==> src/design/cid_pkg.sv <==
// Package for the CAN identifier anomaly detector.
// Holds sizes, command and status codes, item types and controller handshake structs.
// No dependencies.
`timescale 1ns / 1ps
`default_nettype none
package cid_pkg;

	localparam int TABLE_ENTRIES     = 32;
	localparam int MAX_PAYLOAD_BYTES = 64;
	localparam int WORDS_PER_ENTRY   = (MAX_PAYLOAD_BYTES + 7) / 8;
	localparam int ENTRY_W = (TABLE_ENTRIES > 1) ? $clog2(TABLE_ENTRIES) : 1;
	localparam int RAM_DEPTH = TABLE_ENTRIES * WORDS_PER_ENTRY;
	localparam int ADDR_W = (RAM_DEPTH > 1) ? $clog2(RAM_DEPTH) : 1;

	localparam logic [9:0] THRESHOLD_RESET = 10'd8;
	localparam logic [9:0] DIST_MAX        = 10'd1023;

	typedef enum logic [1:0] {
		KIND_EVAL      = 2'd0,
		KIND_LEARN     = 2'd1,
		KIND_LEARN_PAT = 2'd2,
		KIND_CLEAR     = 2'd3
	} kind_t;

	typedef enum logic [1:0] {
		ST_NONE   = 2'd0,
		ST_NEW_ID = 2'd1,
		ST_OVER   = 2'd2,
		ST_FULL   = 2'd3
	} status_t;

	typedef struct packed {
		logic [1:0]  kind;
		logic [28:0] can_id;
		logic [6:0]  byte_length;
		logic        is_error_frame;
		logic        is_remote;
		logic [63:0] time_stamp;
		logic [2:0]  word_index;
		logic [63:0] data_word;
		logic        last_word;
	} in_item_t;

	typedef struct packed {
		logic [1:0]  status;
		logic [28:0] result_id;
		logic [9:0]  bit_distance;
		logic        id_known;
		logic [63:0] result_time;
	} out_item_t;

	typedef struct packed {
		logic capture;
		logic lookup;
		logic read;
		logic exec;
	} ctrl_cmd_t;

	typedef struct packed {
		logic out_blocked;
	} ctrl_stat_t;

endpackage
`default_nettype wire

==> src/design/cid_ctrl.sv <==
// Controller: sequences each item through capture, lookup, pattern read and execute.
// Depends on cid_pkg.
`timescale 1ns / 1ps
`default_nettype none
module cid_ctrl (
	input  wire logic               clk,
	input  wire logic               arst_n,
	input  wire logic               in_valid,
	output logic                    in_stall,
	input  cid_pkg::ctrl_stat_t     stat,
	output cid_pkg::ctrl_cmd_t      cmd
);
	import cid_pkg::*;

	typedef enum logic [3:0] {
		S_IDLE = 4'b0001,
		S_LOOK = 4'b0010,
		S_READ = 4'b0100,
		S_EXEC = 4'b1000
	} state_t;

	state_t state_q, state_d;

	always_comb begin
		state_d = state_q;
		cmd     = '0;
		unique case (state_q)
			S_IDLE: begin
				if (in_valid) begin
					cmd.capture = 1'b1;
					state_d     = S_LOOK;
				end
			end
			S_LOOK: begin
				cmd.lookup = 1'b1;
				state_d    = S_READ;
			end
			S_READ: begin
				cmd.read = 1'b1;
				state_d  = S_EXEC;
			end
			S_EXEC: begin
				// hold while the output register is full and stalled
				if (!stat.out_blocked) begin
					cmd.exec = 1'b1;
					state_d  = S_IDLE;
				end
			end
			default: state_d = S_IDLE;
		endcase
	end

	assign in_stall = (state_q != S_IDLE);

	always_ff @(posedge clk or negedge arst_n) begin
		if (!arst_n) begin
			state_q <= S_IDLE;
		end else begin
			state_q <= state_d;
		end
	end
endmodule
`default_nettype wire

==> config.mk <==
export PLATFORM = sky130hd
export DESIGN_NAME = cid_ctrl
export DESIGN_NICKNAME = d
export VERILOG_FILES = /design/src/design/cid_pkg.sv /design/src/design/cid_ctrl.sv
export SDC_FILE = /design/constraint.sdc
export NUM_CORES = 1
export LEC_CHECK = 0
export BUFFER_PORTS_ARGS = -buffer_cell sky130_fd_sc_hd__buf_2
export CORE_AREA = 2 2 39 41
export DETAILED_ROUTE_END_ITERATION = 7
export DIE_AREA = 0 0 41 43
export PLACE_DENSITY = 0.43
export SETUP_SLACK_MARGIN = 0.4
export SLEW_MARGIN = 20
export SYNTH_ARGS = -nofsm -noshare
export SYNTH_HDL_FRONTEND = slang
export SYNTH_SLANG_ARGS = --single-unit
==> constraint.sdc <==
create_clock -name clk -period 2.1 [get_ports clk]
set_clock_uncertainty 0.05 [all_clocks]
set_input_delay 0.42 -clock clk [delete_from_list [all_inputs] [get_ports clk]]
set_output_delay 0.42 -clock clk [all_outputs]
set_load 0.01 [all_outputs]
==> run summary, run 1 <==
### Routing
• detailed-route wire length: 540 µm
• total via count in the routed design: 217
• DR vias/cell: 4.09
• Wirelength per Cell: 10.2 µm
• first drt pass iteration count: 3
• residual DRC count: 0
• violation count after the first detailed-routing iteration: 2
• count of nets left with antenna violations after detail routing: 0

### Finish
• Final nets: 42
• number of flip-flops under the largest register name: 4
• antenna fix cells: 0
• post-layout util: 26.5%
• largest registers: state_q: 4 flops
• largest register by flop count: state_q
• fraction of final layout cells with drive strength greater than 1: 59.5%
• synth-to-layout area growth: 65.5%

### Clock network
• CTS H-tree lvls: 1
• post-CTS clock slew at the launch and capture registers of the worst setup and hold paths: 40 ps
• Num CTS Buffers: 3
• CTS tree: built
• Root Buffer Master: sky130_fd_sc_hd__clkbuf_4
• buffer levels on the longest clock path: 2
• clock tree sinks: 4
• clock network latency to the later pin of the worst-skew pair: 230 ps

### Worst setup path
• CP Capture Type: primary output
• maximum fanout along the worst path: 3
• reg-to-reg slack, setup: 800 ps
• type of origin of the critical path: register
• startpoint of the most critical setup path: state_q[0]$_DFFE_PN1P_
• critical register-to-register path startpoint: state_q[0]$_DFFE_PN1P_
• end point of the critical path: cmd[3]
• Worst R2R End: state_q[0]$_DFFE_PN1P_
• required time worst endpoint: 1630 ps
• cell count of the worst reg-to-reg path: 4
• Worst Path Class, Setup: reg -> out
• signal arrival time at the worst endpoint: 1440 ps

### STA
• post-layout minimum cycle time: 1910 ps
• final setup violation count: 0
• Final Hold Vio Count: 0
• RSZ-0062 raised after global routing: true
• pins over their slew limit: 0
• Setup TNS Final: 0 ps
• peak clock frequency supported by timing: 0.524 GHz
• final period utilization: 90.8%
• Rel. slew slack: 88.3%
• transition time of the tightest slew-check pin: 175 ps

### Place
• detailed-placement wirelength estimate: 334 µm
• number of input and output port buffers inserted: 8
• routability-driven placement congestion ratio: 0.640

### Synth
• Synthesized Nets: 26
• share of synthesized flip-flops with an asynchronous set or reset: 100%
• area share of the leading cell type in the synthesized netlist: 33.9%
• synthesized netlist cell count: 22
• unique cell type count in the Yosys netlist: 16
• commonest register cell after synthesis: sky130_fd_sc_hd__dfrtp_1
• number of flops mapped to enable cells by yosys: 0
• sequential area share after synthesis: 45.8%
• mapped cell area: 221 µm²
• post-synthesis cell type with the largest combined area: sky130_fd_sc_hd__dfrtp_1
• average size of a mapped cell: 10.1 µm²
• top cells by area, synth: sky130_fd_sc_hd__dfrtp_1 (34%), sky130_fd_sc_hd__dfstp_2 (12%), sky130_fd_sc_hd__nor3b_1 (6.8%), sky130_fd_sc_hd__or4b_4 (6.2%), sky130_fd_sc_hd__nor2_1 (5.1%)
• commonest cells in the netlist: sky130_fd_sc_hd__dfrtp_1 (3), sky130_fd_sc_hd__nor2_1 (3), sky130_fd_sc_hd__a21oi_1 (2), sky130_fd_sc_hd__nor3b_1 (2)
• flops & latches, synth: 4
• yosys synthesis warning count: 0

### Pwr
• static power due to leakage: 0.172 nW
• Max VDD drop: 245 µV
• power per cell area: 1230 nW/µm²

### GRT
• Tot GR Track Use: 7.06%
• Global Route met2 Usage: 10.6%
• most used routing layer in global routing: met2
• total grt overflow: 0
• global-route track usage on met1: 5.86%
• met3 track demand over resource: 4.71%
• largest net degree at the start of global routing: 8
• global-route wire length before repair: 759 µm
• vias in the first global route: 211
• antenna violations before repair: 0

### Floorplanning
• die boundary height: 43 µm
• number of top-level design ports: 9
• Die Footprint: 1760 µm²
• horizontal extent of the die: 41 µm
• Core Box Area: 1380 µm²
• std cell rows: 14
• starting density of the core: 16.0%

### Min path
• path category of the worst min-delay check: in -> reg

### Run status
• run status: finished clean

### Job
• max-capacitance violation count: 0

where the power goes:
part | internal (mW) | switching, mW
clock | 0.0713 | 0.0315
sequential | 0.108 | 0.0162
combinational | 0.118 | 0.105
total | 0.297 | 0.152
metrics by stage:
stage	instances	instance area [µm²]	hold slack (ps)	power (mW)	worst slack [ps]
CTS	53	343	368	0.431	161
global route	53	367	398	0.488	136
floorplan	22	221	74.4	0.242	439
detailed placement	45	274	178	0.284	411
finish	53	367	375	0.450	193
global placement	45	274	176	0.284	419
cell families (layout without fill, tap and decap cells):
group / count (synthesis) / after routing / synth area share (%)
AND/OR/NAND/NOR: 13 / 13 / 40.7
flip-flops: 4 / 4 / 45.8
AO/OA/AOI/OAI: 3 / 3 / 8.48
buffers and inverters: 2 / 17 / 5.08
placed cells by master (no fill, tap or decap):
| cell type | n |
|---|---|
| sky130_fd_sc_hd__dfstp_2 | 1 |
| sky130_fd_sc_hd__buf_4 | 3 |
| sky130_fd_sc_hd__or2_4 | 1 |
| sky130_fd_sc_hd__a21oi_1 | 2 |
| sky130_fd_sc_hd__or3_1 | 1 |
| sky130_fd_sc_hd__or4b_4 | 1 |
| sky130_fd_sc_hd__a2bb2oi_1 | 1 |
| sky130_fd_sc_hd__nand2b_1 | 1 |
| sky130_fd_sc_hd__dlygate4sd3_1 | 1 |
| sky130_fd_sc_hd__nor3b_1 | 1 |
| sky130_fd_sc_hd__dfrtp_1 | 2 |
| sky130_fd_sc_hd__inv_1 | 1 |
| sky130_fd_sc_hd__nor2b_4 | 1 |
| sky130_fd_sc_hd__clkbuf_1 | 1 |
| sky130_fd_sc_hd__clkbuf_4 | 3 |
| sky130_fd_sc_hd__nor4b_4 | 1 |
| sky130_fd_sc_hd__buf_2 | 8 |
| sky130_fd_sc_hd__nor2_2 | 1 |
| sky130_fd_sc_hd__and3b_1 | 1 |
| sky130_fd_sc_hd__nor2_1 | 2 |
| sky130_fd_sc_hd__dfrtp_2 | 1 |
| sky130_fd_sc_hd__nor3b_2 | 1 |
| sky130_fd_sc_hd__nand3b_1 | 1 |
layer usage:
| metal | vias to the layer above | part of all wire [%] |
|---|---|---|
| li1 | 109 | - |
| met1 | 104 | 39 |
| met2 | 4 | 55 |
| met3 | 0 | 6.1 |
| met4 | 0 | 0 |
| met5 | - | 0 |
how the worst min path moves through the flow:
stage,from,end,depth (start not counted)
6_report,in_valid,state_q[1]$_DFFE_PN0P_,3
3_5_place_dp,arst_n,state_q[1]$_DFFE_PN0P_,1
4_1_cts,in_valid,state_q[1]$_DFFE_PN0P_,3
3_3_place_gp,arst_n,state_q[1]$_DFFE_PN0P_,1
2_1_floorplan,arst_n,state_q[1]$_DFFE_PN0P_,0
5_1_grt,in_valid,state_q[1]$_DFFE_PN0P_,3
worst max-delay path: stages, from the launching register on:
cell and delay (ps):
sky130_fd_sc_hd__dfstp_2 520, sky130_fd_sc_hd__or4b_4 460, sky130_fd_sc_hd__nor2_1 90, sky130_fd_sc_hd__buf_2 130
area by class of cell:
| type | instances | area, µm² |
|---|---|---|
| well taps | 16 | 20.0 |
| multi-input cells | 16 | 141 |
| fillers | 153 | 1020 |
| inverters | 1 | 3.75 |
| repair buffers | 12 | 72.6 |
| flip-flops and latches | 4 | 103 |
| clock buffers | 4 | 26.3 |
timing repair:
| action | in CTS | in global routing |
|---|---|---|
| resized for setup | 3 | 5 |
| endpoints found under the setup margin | 3 | 5 |
| endpoints found under the hold margin | 3 | 0 |
| cloned | 0 | 0 |
| pin swaps | 1 | 2 |
| buffers inserted | 3 | 0 |
| hold buffers | 1 | 0 |
No activity file was read; power rests on OpenSTA's default activity.
==> run 2, diff against run 1 <==
ABC_AREA = 1   (was default)
CORE_AREA = 4 4 41 43   (was 2 2 39 41)
DIE_AREA = 0 0 45 47   (was 0 0 41 43)
==> run 2 against run 1 <==
Via count grew 2.8%. Sequential power grew 11%. Maximum frequency grew 7.2%. Hold slack gained 54 ps. Combinational power grew 43%. Cell area is the same. First-iteration DRC count shrank 50%. Synthesized cell count grew 32%. Register-to-register slack lost 160 ps.
==> run summary, run 2 <==
### Routing
• count of nets left with antenna violations after detail routing: 0, unchanged
• residual DRC count: 0, unchanged
• Wirelength per Cell: 8.08 µm, -21%
• DR vias/cell: 3.72, -9.2%
• first drt pass iteration count: 2, -1
• total via count in the routed design: 223, +2.8%
• detailed-route wire length: 485 µm, -10%
• violation count after the first detailed-routing iteration: 1, -1

### Finish
• largest registers: state_q: 4 flops
• commonest cells after routing, fill and taps aside: sky130_fd_sc_hd__buf_2 (7), sky130_fd_sc_hd__inv_1 (6), sky130_fd_sc_hd__nor2_2 (4)
• largest register by flop count: state_q
• post-layout util: 28.2%, +1.7 points
• register area: 101 µm², -1.2%
• number of flip-flops under the largest register name: 4, unchanged
• Final nets: 50, +19%
• synth-to-layout area growth: 65.5%, unchanged
• area of the multi-input gates: 104 µm², -27%
• leading cell type in the layout, fill and taps excluded: sky130_fd_sc_hd__buf_2
• fraction of final layout cells with drive strength greater than 1: 55.6%, -3.9 points
• antenna fix cells: 0, unchanged
• filler instances: 154, +0.65%

### Synth
• flops & latches, synth: 4, unchanged
• commonest cells in the netlist: sky130_fd_sc_hd__inv_1 (7), sky130_fd_sc_hd__nor2_1 (4), sky130_fd_sc_hd__nor2_2 (4)
• top cells by area, synth: sky130_fd_sc_hd__dfrtp_1 (34%), sky130_fd_sc_hd__dfstp_2 (12%), sky130_fd_sc_hd__inv_1 (12%), sky130_fd_sc_hd__nor2_2 (11%), sky130_fd_sc_hd__nor2_1 (6.8%)
• average size of a mapped cell: 7.64 µm², -24%
• Synthesized Nets: 33, +27%
• mapped cell area: 221 µm², unchanged
• share of synthesized flip-flops with an asynchronous set or reset: 100%, unchanged
• yosys synthesis warning count: 0, unchanged
• area share of the leading cell type in the synthesized netlist: 33.9%, unchanged
• cell with the most instances after synthesis: sky130_fd_sc_hd__inv_1
• synthesized netlist cell count: 29, +32%
• commonest register cell after synthesis: sky130_fd_sc_hd__dfrtp_1
• unique cell type count in the Yosys netlist: 12, -4
• number of flops mapped to enable cells by yosys: 0, unchanged
• post-synthesis cell type with the largest combined area: sky130_fd_sc_hd__dfrtp_1
• sequential area share after synthesis: 45.8%, unchanged

### STA
• final setup violation count: 0, unchanged
• Rel. slew slack: 89.2%, +0.90 points
• peak clock frequency supported by timing: 0.562 GHz, +7.2%
• final period utilization: 84.7%, -6.1 points
• post-layout minimum cycle time: 1780 ps, -128 ps
• RSZ-0062 raised after global routing: true
• pins over their slew limit: 0, unchanged
• Setup TNS Final: 0 ps, unchanged
• transition time of the tightest slew-check pin: 161 ps, -14.0 ps
• hold slack final: 429 ps, +53.7 ps
• Final Hold Vio Count: 0, unchanged

### Worst setup path
• required time worst endpoint: 1630 ps, about the same
• worst path buffer plus inverter count: 2, +1
• maximum fanout along the worst path: 3, unchanged
• CP Capture Type: primary output
• Max stage delay on crit path: 540 ps, +20 ps
• series of cell instances along the critical path: inv_2 > nor2_2 > nand2_2 > nor2_4 > nor3_2 > buf_2
• signal arrival time at the worst endpoint: 1310 ps, -130 ps
• Top delay family on crit path: flip-flops
• Worst Path Class, Setup: reg -> out
• type of origin of the critical path: register
• slowest cell on the critical path: sky130_fd_sc_hd__dfstp_2

### Floorplanning
• starting density of the core: 17.0%, +1.0 points
• number of top-level design ports: 9, unchanged
• die boundary height: 47 µm, +9.3%
• Core Box Area: 1300 µm², -6.0%
• horizontal extent of the die: 45 µm, +9.8%
• std cell rows: 13, -1
• Die Footprint: 2120 µm², +20%

### Pwr
• Int Power: 0.353 mW, +19%
• proportion of power drawn by the clock network: 18.6%, -4.3 points
• Max VDD drop: 520 µV, +110%
• power per cell area: 1520 nW/µm², +24%
• part of the power in registers: 24.7%, -3.0 points
• switching portion of total power: 36.8%, +2.9 points
• static power due to leakage: 0.211 nW, +23%
• share of power burned in combinational logic: 56.7%, +7.2 points
• net switching power figure: 0.206 mW, +35%
• overall power: 0.559 mW, +24%

### Clock network
• Num CTS Buffers: 3, unchanged
• CTS tree: built
• clock network latency to the later pin of the worst-skew pair: 240 ps, about the same
• buffer levels on the longest clock path: 2, unchanged
• CTS H-tree lvls: 1, unchanged
• clock tree sinks: 4, unchanged
• Root Buffer Master: sky130_fd_sc_hd__clkbuf_4
• post-CTS clock slew at the launch and capture registers of the worst setup and hold paths: 40 ps, about the same

### Run status
• run status: finished clean

### Place
• routability-driven placement congestion ratio: 0.602, -5.9%
• number of input and output port buffers inserted: 8, unchanged
• detailed-placement wirelength estimate: 353 µm, +5.7%

### GRT
• total grt overflow: 0, unchanged
• antenna violations before repair: 0, unchanged
• global-route wire length before repair: 903 µm, +19%
• vias in the first global route: 220, +4.3%
• Tot GR Track Use: 7.22%, +0.16 points
• largest net degree at the start of global routing: 5, -3

### Min path
• path category of the worst min-delay check: in -> reg

### Job
• max-capacitance violation count: 0, unchanged

run 2: changes by cell type in the layout (fill, tap and decap cells not counted), sizes merged, moves of 2 or more:
cell,previous run,this run
nor2,3,8
nand3,0,2
nor3,0,2
nand2,0,3
nor3b,2,0
a21oi,2,0
inv,1,7
run 2: worst paths after layout:
kind / from / endpoint / slack, ps / cells after the start
setup / recovery: state_q[0]$_DFFE_PN1P_ / cmd[3] / 320 / 6
hold / removal: stat / state_q[3]$_DFFE_PN0P_ / 430 / 3
setup reg to reg: state_q[0]$_DFFE_PN1P_ / state_q[1]$_DFFE_PN0P_ / 640 / 7
hold reg to reg: state_q[2]$_DFFE_PN0P_ / state_q[2]$_DFFE_PN0P_ / 550 / 3
max in group asynchronous: arst_n / state_q[0]$_DFFE_PN1P_ / 1330 / 2
min in group asynchronous: arst_n / state_q[2]$_DFFE_PN0P_ / 460 / 2
run 2: power groups by stage:
stage | clock, mW | combinational (mW) | sequential, mW
3_5_place_dp | 0 | 0.196 | 0.134
5_1_grt | 0.114 | 0.357 | 0.145
2_1_floorplan | 0 | 0.145 | 0.131
4_1_cts | 0.109 | 0.256 | 0.133
6_report | 0.104 | 0.317 | 0.138
3_3_place_gp | 0 | 0.195 | 0.134
run 2: kinds of logic (layout without fill, tap and decap cells):
group	after synthesis	after routing	share of synthesized area (%)
DFF	4	4	45.8
buffers and inverters	8	24	15.3
AOI/OAI and AO/OA	2	2	5.65
and+or+nand+nor	15	15	33.3
run 2: tightest hold or removal path: cells and delay by family:
kind / cells / cell delay (ps)
AO/OA/AOI/OAI: 1 / 80
buffers and inverters: 2 / 170
run 2: what timing repair did:
action / 4_1_cts / 5_1_grt
setup endpoints to repair: 1 / 3
gates resized for setup: 3 / 4
pin swaps: 1 / 1
setup buffers: 2 / 2
endpoints found under the hold margin: 3 / 0
hold buffers: 1 / 0
run 2: metal layers:
layer | global-route usage, % | share of wire (%) | vias to the layer above
li1 | - | - | 116
met1 | 7.59 | 46 | 92
met2 | 7.63 | 38 | 11
met3 | 2.68 | 7.0 | 4
met4 | 14.0 | 9.1 | 0
met5 | 0 | 0 | -
run 2: area by class of cell:
type,count,area share [%]
clock buffer,4,7.17
multi-input combinational,17,28.3
inverter,7,7.17
sequential,4,27.6
tap,15,5.12
timing repair buffer,13,24.6
run 2: metrics by stage:
step,cell area [µm²],cells,setup slack [ps]
final,367,60,320
after global routing,367,60,252
after CTS,339,58,339
after detailed placement,273,51,547
after global placement,273,51,564
after floorplan,221,29,564
